[config.mk]
export PLATFORM = sky130hd
export DESIGN_NAME = stack_deque_opcode_engine_top
export DESIGN_NICKNAME = d
export VERILOG_FILES = /design/src/rtl/core/sdoe_pkg.sv /design/src/rtl/core/sdoe_ram.sv /design/src/rtl/core/sdoe_front.sv /design/src/rtl/core/sdoe_divider.sv /design/src/rtl/core/sdoe_back.sv /design/src/rtl/core/stack_deque_opcode_engine_top.sv
export SDC_FILE = /design/constraint.sdc
export NUM_CORES = 2
export LEC_CHECK = 0
export BUFFER_PORTS_ARGS = -buffer_cell sky130_fd_sc_hd__buf_2
export CORE_MARGIN = 10
export CORE_UTILIZATION = 30
export DETAILED_ROUTE_END_ITERATION = 16
export PLACE_DENSITY = 0.48
export SYNTH_ARGS = -nofsm -noshare
export SYNTH_HDL_FRONTEND = slang
export SYNTH_SLANG_ARGS = --single-unit
[constraint.sdc]
create_clock -name clock -period 10.1 [get_ports clock]
set_clock_uncertainty 0.15 [all_clocks]
set_input_delay 0.505 -clock clock [delete_from_list [all_inputs] [get_ports clock]]
set_output_delay 0.505 -clock clock [all_outputs]
set_load 0.01 [all_outputs]
[src/rtl/core/sdoe_pkg.sv]
// ----------------------------------------------------------------------------
// sdoe_pkg
// shared types and constants of the stack/deque opcode engine
// ----------------------------------------------------------------------------
package sdoe_pkg;

   localparam int STACK_DEPTH_DEF = 32;
   localparam int MAX_RESULTS = 32;
   localparam int CHAR_MAX = 127;
   localparam int FIFO_DEPTH = 2;

   typedef enum logic [2:0] {
      OP_PUSH  = 3'd0,
      OP_MOD   = 3'd1,
      OP_PCHAR = 3'd2,
      OP_PSTR  = 3'd3,
      OP_ROTL  = 3'd4,
      OP_ROTR  = 3'd5,
      OP_NOP6  = 3'd6,
      OP_NOP7  = 3'd7
   } op_type;

   typedef enum logic [2:0] {
      ST_OK      = 3'd0,
      ST_SHORT   = 3'd1,
      ST_DIVZERO = 3'd2,
      ST_EMPTY   = 3'd3,
      ST_RANGE   = 3'd4,
      ST_FULL    = 3'd5
   } status_type;

   typedef struct packed {
      op_type      op;
      logic [31:0] value;
   } cmd_type;

   // true when a stored word is a printable code 1..127
   function automatic logic is_char(input logic [31:0] v);
      is_char = !v[31] && (v[30:7] == '0) && (v[6:0] != 7'd0);
   endfunction

endpackage

[src/rtl/core/sdoe_ram.sv]
// ----------------------------------------------------------------------------
// sdoe_ram
// generic ram with one write port and one registered read port
// ----------------------------------------------------------------------------
module sdoe_ram #(
   parameter int WIDTH = 32,
   parameter int DEPTH = 32
) (
   input  logic                     clock,
   input  logic                     wr_en,
   input  logic [$clog2(DEPTH)-1:0] wr_addr,
   input  logic [WIDTH-1:0]         wr_data,
   input  logic [$clog2(DEPTH)-1:0] rd_addr,
   output logic [WIDTH-1:0]         rd_data
);
   logic [WIDTH-1:0] mem_ff [DEPTH];

   always_ff @(posedge clock) begin
      if (wr_en) begin
         mem_ff[wr_addr] <= wr_data;
      end
      rd_data <= mem_ff[rd_addr];
   end
endmodule

[src/rtl/core/sdoe_front.sv]
// ----------------------------------------------------------------------------
// sdoe_front
// command intake and two-entry queue toward the execution unit
// ----------------------------------------------------------------------------
module sdoe_front
   import sdoe_pkg::*;
(
   input  logic        clock,
   input  logic        reset,
   input  logic        start,
   input  logic [2:0]  req_op,
   input  logic [31:0] req_push_value,
   output logic        busy,
   output logic        q_valid,
   output cmd_type     q_cmd,
   input  logic        q_take,
   output logic        q_empty
);
   cmd_type     slot_ff [FIFO_DEPTH];
   logic        wp_ff, rp_ff, wp_in, rp_in;
   logic [1:0]  cnt_ff, cnt_in;
   logic        push;
   cmd_type     in_cmd;

   // a shallow queue: busy is raised once both entries are full
   assign busy    = (cnt_ff == 2'(FIFO_DEPTH));
   assign push    = start && !busy;
   assign q_valid = (cnt_ff != 2'd0);
   assign q_empty = !q_valid;
   assign q_cmd   = slot_ff[rp_ff];
   assign in_cmd  = '{op: op_type'(req_op), value: req_push_value};

   always_comb begin
      wp_in  = push ? !wp_ff : wp_ff;
      rp_in  = (q_take && q_valid) ? !rp_ff : rp_ff;
      cnt_in = cnt_ff + 2'(push) - 2'(q_take && q_valid);
   end

   always_ff @(posedge clock) begin
      if (reset) begin
         wp_ff  <= 1'b0;
         rp_ff  <= 1'b0;
         cnt_ff <= 2'd0;
      end else begin
         wp_ff  <= wp_in;
         rp_ff  <= rp_in;
         cnt_ff <= cnt_in;
      end
      if (push) begin
         slot_ff[wp_ff] <= in_cmd;
      end
   end
endmodule

[src/rtl/core/sdoe_divider.sv]
// ----------------------------------------------------------------------------
// sdoe_divider
// restoring signed remainder, one quotient bit per cycle
// ----------------------------------------------------------------------------
module sdoe_divider
   import sdoe_pkg::*;
(
   input  logic        clock,
   input  logic        reset,
   input  logic        go,
   input  logic [31:0] dividend,
   input  logic [31:0] divisor,
   output logic        done,
   output logic [31:0] remainder
);
   logic [31:0] num_ff, den_ff, rem_ff;
   logic [5:0]  cnt_ff;
   logic        neg_ff, run_ff, done_ff;
   logic [32:0] trial;
   logic [31:0] shifted;

   assign shifted   = {rem_ff[30:0], num_ff[31]};
   assign trial     = {1'b0, shifted} - {1'b0, den_ff};
   assign done      = done_ff;
   assign remainder = neg_ff ? (32'd0 - rem_ff) : rem_ff;

   always_ff @(posedge clock) begin
      if (reset) begin
         run_ff  <= 1'b0;
         done_ff <= 1'b0;
         cnt_ff  <= '0;
      end else begin
         done_ff <= 1'b0;
         if (go) begin
            run_ff <= 1'b1;
            cnt_ff <= 6'd32;
            num_ff <= dividend[31] ? (32'd0 - dividend) : dividend;
            den_ff <= divisor[31] ? (32'd0 - divisor) : divisor;
            neg_ff <= dividend[31];
            rem_ff <= '0;
         end else if (run_ff) begin
            num_ff <= {num_ff[30:0], 1'b0};
            rem_ff <= trial[32] ? shifted : trial[31:0];
            cnt_ff <= cnt_ff - 6'd1;
            if (cnt_ff == 6'd1) begin
               run_ff  <= 1'b0;
               done_ff <= 1'b1;
            end
         end
      end
   end
endmodule

[src/rtl/core/sdoe_back.sv]
// ----------------------------------------------------------------------------
// sdoe_back
// execution unit: walks the circular store and emits results
// ----------------------------------------------------------------------------
module sdoe_back
   import sdoe_pkg::*;
#(
   parameter int STACK_DEPTH = STACK_DEPTH_DEF
) (
   input  logic        clock,
   input  logic        reset,
   input  logic        queue_mode,
   input  logic        q_valid,
   input  cmd_type     q_cmd,
   output logic        q_take,
   output logic        rsp_valid,
   output logic [2:0]  rsp_status,
   output logic [6:0]  rsp_char_code,
   output logic        rsp_char_valid,
   output logic        rsp_last
);
   localparam int AW = (STACK_DEPTH > 1) ? $clog2(STACK_DEPTH) : 1;
   localparam int CW = $clog2(STACK_DEPTH + 1);
   localparam logic [AW-1:0] LAST_POS = AW'(STACK_DEPTH - 1);

   typedef enum logic [3:0] {
      S_IDLE, S_RD, S_WAIT, S_EXEC, S_RD2, S_WAIT2, S_DIV, S_PSTR, S_WRITE
   } state_type;

   state_type      state_ff;
   cmd_type        cmd_ff;
   logic [AW-1:0]  top_ff, pos_ff;
   logic [CW-1:0]  count_ff, left_ff;
   logic [5:0]     n_ff;
   logic [31:0]    b_ff;
   logic [6:0]     char_ff;
   logic           wr_en;
   logic [AW-1:0]  wr_addr, rd_addr;
   logic [31:0]    wr_data, rd_data;
   logic           div_go, div_done;
   logic [31:0]    div_rem;
   logic [AW-1:0]  bottom;

   function automatic logic [AW-1:0] dec(input logic [AW-1:0] p);
      dec = (p == '0) ? LAST_POS : p - AW'(1);
   endfunction
   function automatic logic [AW-1:0] inc(input logic [AW-1:0] p);
      inc = (p == LAST_POS) ? '0 : p + AW'(1);
   endfunction

   // bottom = top - (count-1) modulo depth
   always_comb begin
      logic [AW:0] diff;
      diff = {1'b0, top_ff} - (AW+1)'(count_ff - CW'(1));
      if (diff[AW] || diff >= (AW+1)'(STACK_DEPTH))
         bottom = AW'(diff + (AW+1)'(STACK_DEPTH));
      else
         bottom = AW'(diff);
   end

   sdoe_ram #(.WIDTH(32), .DEPTH(STACK_DEPTH)) u_ram (
      .clock(clock), .wr_en(wr_en), .wr_addr(wr_addr), .wr_data(wr_data),
      .rd_addr(rd_addr), .rd_data(rd_data)
   );

   sdoe_divider u_div (
      .clock(clock), .reset(reset), .go(div_go), .dividend(rd_data),
      .divisor(b_ff), .done(div_done), .remainder(div_rem)
   );

   assign q_take = (state_ff == S_IDLE) && q_valid;
   assign div_go = (state_ff == S_WAIT2);

   always_comb begin
      rd_addr = top_ff;
      if (state_ff == S_RD2) rd_addr = dec(top_ff);
      if (state_ff == S_WAIT && cmd_ff.op == OP_ROTR) rd_addr = bottom;
      if (state_ff == S_PSTR) rd_addr = dec(pos_ff);
      if (state_ff == S_RD) rd_addr = pos_ff;
   end

   // store write port, driven by the exec and write states
   always_comb begin
      wr_en   = 1'b0;
      wr_addr = inc(top_ff);
      wr_data = cmd_ff.value;
      if (state_ff == S_EXEC) begin
         if (cmd_ff.op == OP_PUSH && count_ff != CW'(STACK_DEPTH)) begin
            wr_en   = 1'b1;
            wr_addr = (count_ff == '0 || !queue_mode) ? inc(top_ff) : dec(bottom);
         end else if (cmd_ff.op == OP_ROTL && count_ff >= CW'(2)) begin
            wr_en   = 1'b1;
            wr_addr = dec(bottom);
            wr_data = rd_data;
         end else if (cmd_ff.op == OP_ROTR && count_ff >= CW'(2)) begin
            wr_en   = 1'b1;
            wr_addr = inc(top_ff);
            wr_data = rd_data;
         end
      end else if (state_ff == S_WRITE) begin
         wr_en   = 1'b1;
         wr_addr = (count_ff == '0 || !queue_mode) ? inc(top_ff) : dec(bottom);
         wr_data = b_ff;
      end
   end

   always_ff @(posedge clock) begin
      if (reset) begin
         state_ff  <= S_IDLE;
         top_ff    <= '0;
         count_ff  <= '0;
         rsp_valid <= 1'b0;
      end else begin
         rsp_valid <= 1'b0;
         case (state_ff)
            S_IDLE: begin
               if (q_valid) begin
                  cmd_ff   <= q_cmd;
                  state_ff <= S_WAIT;
               end
            end
            S_WAIT: state_ff <= S_EXEC;
            S_EXEC: begin
               rsp_valid      <= 1'b1;
               rsp_status     <= ST_OK;
               rsp_char_code  <= '0;
               rsp_char_valid <= 1'b0;
               rsp_last       <= 1'b1;
               state_ff       <= S_IDLE;
               case (cmd_ff.op)
                  OP_PUSH: begin
                     if (count_ff == CW'(STACK_DEPTH)) rsp_status <= ST_FULL;
                     else begin
                        if (count_ff == '0 || !queue_mode) top_ff <= inc(top_ff);
                        count_ff <= count_ff + CW'(1);
                     end
                  end
                  OP_MOD: begin
                     if (count_ff < CW'(2)) rsp_status <= ST_SHORT;
                     else if (rd_data == '0) begin
                        rsp_status <= ST_DIVZERO;
                        top_ff     <= dec(top_ff);
                        count_ff   <= count_ff - CW'(1);
                     end else begin
                        rsp_valid <= 1'b0;
                        b_ff      <= rd_data;
                        state_ff  <= S_RD2;
                     end
                  end
                  OP_PCHAR: begin
                     if (count_ff == '0) rsp_status <= ST_EMPTY;
                     else if (!is_char(rd_data)) rsp_status <= ST_RANGE;
                     else begin
                        rsp_char_code  <= rd_data[6:0];
                        rsp_char_valid <= 1'b1;
                     end
                  end
                  OP_PSTR: begin
                     if (count_ff == '0 || !is_char(rd_data)) begin
                        rsp_status <= ST_OK;
                     end else begin
                        rsp_valid <= 1'b0;
                        pos_ff    <= top_ff;
                        left_ff   <= count_ff;
                        n_ff      <= '0;
                        state_ff  <= S_PSTR;
                     end
                  end
                  OP_ROTL: if (count_ff >= CW'(2)) top_ff <= dec(top_ff);
                  OP_ROTR: if (count_ff >= CW'(2)) top_ff <= inc(top_ff);
                  default: ;
               endcase
            end
            S_RD2: state_ff <= S_WAIT2;
            S_WAIT2: begin
               // pop both operands; rd_data holds next value
               top_ff   <= dec(dec(top_ff));
               count_ff <= count_ff - CW'(2);
               state_ff <= S_DIV;
            end
            S_DIV: begin
               if (div_done) begin
                  b_ff     <= (b_ff == 32'hFFFF_FFFF) ? 32'd0 : div_rem;
                  state_ff <= S_WRITE;
               end
            end
            S_WRITE: begin
               if (count_ff == '0 || !queue_mode) top_ff <= inc(top_ff);
               count_ff       <= count_ff + CW'(1);
               rsp_valid      <= 1'b1;
               rsp_status     <= ST_OK;
               rsp_char_code  <= '0;
               rsp_char_valid <= 1'b0;
               rsp_last       <= 1'b1;
               state_ff       <= S_IDLE;
            end
            S_PSTR: begin
               // rd_data holds word at pos_ff, already known printable
               if (left_ff == CW'(1) || n_ff == 6'(MAX_RESULTS - 1)) begin
                  rsp_valid      <= 1'b1;
                  rsp_status     <= ST_OK;
                  rsp_char_code  <= rd_data[6:0];
                  rsp_char_valid <= 1'b1;
                  rsp_last       <= 1'b1;
                  state_ff       <= S_IDLE;
               end else begin
                  // hold the character until the next word tells if it ends
                  char_ff  <= rd_data[6:0];
                  pos_ff   <= dec(pos_ff);
                  left_ff  <= left_ff - CW'(1);
                  n_ff     <= n_ff + 6'd1;
                  state_ff <= S_RD;
               end
            end
            S_RD: begin
               // next word is in; emit the held character, last if the walk stops
               rsp_valid      <= 1'b1;
               rsp_status     <= ST_OK;
               rsp_char_code  <= char_ff;
               rsp_char_valid <= 1'b1;
               rsp_last       <= !is_char(rd_data);
               state_ff       <= is_char(rd_data) ? S_PSTR : S_IDLE;
            end
            default: state_ff <= S_IDLE;
         endcase
      end
   end
endmodule

[src/rtl/core/stack_deque_opcode_engine_top.sv]
// ----------------------------------------------------------------------------
// stack_deque_opcode_engine_top
// bounded stack/deque opcode engine with command intake and execution unit
// ----------------------------------------------------------------------------
//  channel   ports                              handshake
//  request   req_op, req_push_value             start && !busy
//  response  rsp_status, rsp_char_code,         rsp_valid, one cycle,
//            rsp_char_valid, rsp_last           no stall
//  config    csr_queue_mode                     csr_wr_en
//
// most opcodes pass the execution unit through a take, a store read and an
// execute state, and the response is registered in the execute state;
// mod adds a second store read and waits on the one-bit-per-cycle divider,
// pstr walks the entries through one store read port, a read and an emit state per character;
// a two-entry queue in front holds items while the back works. busy is high
// only while that queue is full. reset is synchronous and empties store, queue and mode.
module stack_deque_opcode_engine_top
   import sdoe_pkg::*;
#(
   parameter int STACK_DEPTH = STACK_DEPTH_DEF
) (
   input  logic        clock,
   input  logic        reset,
   input  logic        start,
   output logic        busy,
   input  logic [2:0]  req_op,
   input  logic [31:0] req_push_value,
   output logic        rsp_valid,
   output logic [2:0]  rsp_status,
   output logic [6:0]  rsp_char_code,
   output logic        rsp_char_valid,
   output logic        rsp_last,
   input  logic        csr_wr_en,
   input  logic        csr_queue_mode
);
   logic    queue_mode_ff;
   logic    q_valid, q_take, q_empty;
   cmd_type q_cmd;

   // mode register, to be written only while idle; the block does not enforce this
   always_ff @(posedge clock) begin
      if (reset) queue_mode_ff <= 1'b0;
      else if (csr_wr_en) queue_mode_ff <= csr_queue_mode;
   end

   sdoe_front u_front (
      .clock(clock), .reset(reset), .start(start), .req_op(req_op),
      .req_push_value(req_push_value), .busy(busy), .q_valid(q_valid),
      .q_cmd(q_cmd), .q_take(q_take), .q_empty(q_empty)
   );

   sdoe_back #(.STACK_DEPTH(STACK_DEPTH)) u_back (
      .clock(clock), .reset(reset), .queue_mode(queue_mode_ff),
      .q_valid(q_valid && !q_empty), .q_cmd(q_cmd), .q_take(q_take),
      .rsp_valid(rsp_valid), .rsp_status(rsp_status),
      .rsp_char_code(rsp_char_code), .rsp_char_valid(rsp_char_valid),
      .rsp_last(rsp_last)
   );
endmodule
==> impl_metrics.py <==
metrics = {
    "run": {
        "drv_cap": 0,
    },
    "worst_setup_path": {
        "critical_path.most_common_cell": "nor2_1",
        "worst_setup_path_start_kind": "flop",
        "path_class": "reg2reg",
        "reg2reg_slack_ns": 4.45,
        "path_buf_inv": 2,
        "crit_required_ns": 10.38,
        "crit_arrival_ns": 5.93,
        "crit_path_max_incr_delay_ns": 0.77,
        "critPathMaxFanout": 17,
        "cpLargestDelayFamily": "simple AND/OR/NAND/NOR gates",
        "path_cells": "inv_1 > ha_1 > nor4b_1 > nand2b_1 > nand2_1 > nor2_1 > a21oi_1 > mux2_2 > nor2_1 > nand3_1 > nor2_4 > buf_4",
        "end_kind": "flop",
        "slowest_stage": "a21oi_1",
    },
    "synth": {
        "synth_top_area_cell": "edfxtp_1",
        "synth_top_area_share_pct": 66.3,
        "synthesis.instances": 4507,
        "ys_warn_count": 0,
        "synth_common_cells": "edfxtp_1, nand2_1, a211oi_1, and2_1, clkbuf_1",
        "synthArstFlopShare_pct": 0,
        "ys_types": 79,
        "avgSynthCellArea_um2": 13.0,
        "syn-num-nets": 4608,
        "ys.flop_type": "edfxtp_1",
        "netlist_top_cells_area": "edfxtp_1, a211oi_1, nand2_1",
        "ys_seq_area_share_pct": 68.4,
        "ys_seq_elements": 1355,
        "synth_most_common_cell": "edfxtp_1",
        "synth_area_um2": 58600,
        "synth_edf_count": 1294,
    },
    "global_route": {
        "grt_max_degree": 184,
        "grt_pass1_wl_um": 248000,
        "overflow": 0,
        "grt_pass1_vias": 36300,
        "antenna_found_initial": 4,
        "grt_usage_pct": 15.3,
    },
    "drt": {
        "wl_um": 167000,
        "routedWlPerCell_um": 23.2,
        "vias_per_cell": 5.16,
        "drtIter0Drc": 3181,
        "postRouteAntennaNets": 0,
        "dr.pass1.iters": 6,
        "drc": 0,
        "vias": 37100,
    },
    "min_path": {
        "hold_path_class": "in2reg",
    },
    "placement": {
        "routabilityCongestion": 0.780,
        "dp.final_hpwl_um": 97500,
        "portBuffers": 53,
        "dpl-instance-area_um2": 62000,
    },
    "sta": {
        "max_slew_margin_pct": 5.54,
        "tightest_slew_ns": 1.41,
        "rsz0062_at_grt": "no",
        "fmax_ghz": 0.177,
        "hold_viol": 0,
        "fin_tns_setup_ns": 0,
        "min_period_ns": 5.65,
        "drv_slew": 0,
        "holdWs_ns": 0.132,
        "fin_crit_sh_pct": 55.9,
        "setup_viol": 0,
    },
    "cts": {
        "cts_buffers": 150,
        "cts_setup_buffers": 0,
        "clock_latency_ns": 0.79,
        "path_clk_slew_ns": 0.06,
        "cts-hold-fix-buffers": 38,
        "cts_root_buffer": "clkbuf_16",
        "cts_tree": "done",
        "ctsResizeCount": 0,
        "clock_sinks": 1355,
        "cts.htree.levels": 4,
        "clk_path_buf_depth": 3,
    },
    "floorplan": {
        "dieArea_um2": 213000,
        "die_w_um": 462,
        "fp.dieH_um": 462,
        "coreArea_um2": 195000,
        "initial_core_util_pct": 30.1,
        "num_rows": 162,
        "ios": 54,
    },
    "final_layout": {
        "drive_above_1_share_pct": 9.89,
        "nNetsFinal": 4645,
        "design_area_um2": 67000,
        "area_growth_pct": 14.2,
        "filler_cell_count": 19000,
    },
    "outcome": {
        "status": "finished clean",
    },
    "power": {
        "power_mw": 14.3,
        "cellPowerDensity_nw_per_um2": 214,
        "ir_drop_mv": 0.159,
        "p_leak_nw": 21.6,
    },
}
tightest hold or removal path: stages:
cell	delay, ns
buf_2	0.09
buf_4	0.26
nor2_1	0.15
path summary, 6_finish.rpt:
check,to,start,cells after the start
max,u_back.u_ram.mem_ff[27][14],u_back.count_ff[1],12
min,queue_mode_ff,reset,3
max reg2reg,u_back.u_ram.mem_ff[27][14],u_back.count_ff[1],12
min reg2reg,u_back.u_div.cnt_ff[1],u_back.u_div.cnt_ff[1],2
cell families (layout without fill, tap and decap cells):
kind of cell	count (synthesis)	after routing	share of synthesized area (%)
buffers and inverters	389	541	2.70
AOI/OAI and AO/OA	1095	1095	13.2
and+or+nand+nor	1409	1409	11.3
muxes	43	43	0.813
xor gates and xnor gates	152	152	2.27
adders and majority gates	64	64	1.37
DFF	1355	1355	68.4
other	0	1	0
flip-flops by register name (all words and copies together), names as in the netlist, 7 cells and up:
signal / cells
u_back.b_ff: 32
u_front.slot_ff: 70
u_back.u_div.rem_ff: 32
u_back.u_div.num_ff: 32
u_back.u_div.den_ff: 32
u_back.u_ram.mem_ff: 1024
u_back.rsp_char_code: 7
u_back.cmd_ff: 35
u_back.char_ff: 7
u_back.u_ram.rd_data: 32
cell usage in the layout (no fill, tap or decap), types with 41 or more instances in the layout:
cell type  instances
inv_1             77
dfxtp_1           60
clkbuf_16        153
nor2_1            79
nor4_1            42
buf_4            101
a311oi_1         131
xnor2_1           67
buf_2             53
nand2_1          771
a21oi_1           95
ha_1              60
clkbuf_1          56
a211oi_1         402
and2_1           231
xor2_1            85
edfxtp_1        1294
nand3_1           41
a31oi_1          141
o21ai_0          136
layer usage:
metal / wire, µm / GRT usage (%) / vias up
met1: 79600 / 22.1 / 18800
li1: - / - / 17200
met5: 0 / 0 / -
met4: 3890 / 4.13 / 0
met2: 76200 / 24.0 / 881
met3: 7600 / 2.24 / 222
final cells by class:
cell class	count	area, µm²	share of cell area, %
diodes	1	2.50	0.00374
well taps	2542	3180	4.75
clock buffers	214	4110	6.13
flip-flops and latches	1355	40100	59.9
inverters	77	289	0.432
multi-input cells	2763	17300	25.8
repair buffers	197	1500	2.25
clock inverters	53	493	0.736
where the power goes:
| part | internal (mW) | switching, mW | leakage [nW] | total [mW] |
|---|---|---|---|---|
| clock | 2.94 | 2.26 | 2.22 | 5.20 |
| combinational | 0.662 | 1.60 | 7.21 | 2.27 |
| sequential | 6.56 | 0.272 | 12.2 | 6.83 |
| total | 10.2 | 4.14 | 21.6 | 14.3 |
through the flow:
stage / worst slack, ns / util [%] / std cells
floorplan: 2.87 / - / 4507
global placement: 4.67 / 31.8 / 6896
detailed placement: 4.54 / 31.8 / 6896
CTS: 4.55 / 34.4 / 7201
global route: 3.99 / 34.4 / 7202
finish: 4.45 / 34.4 / 7202
(Power assumes the default switching activity.)
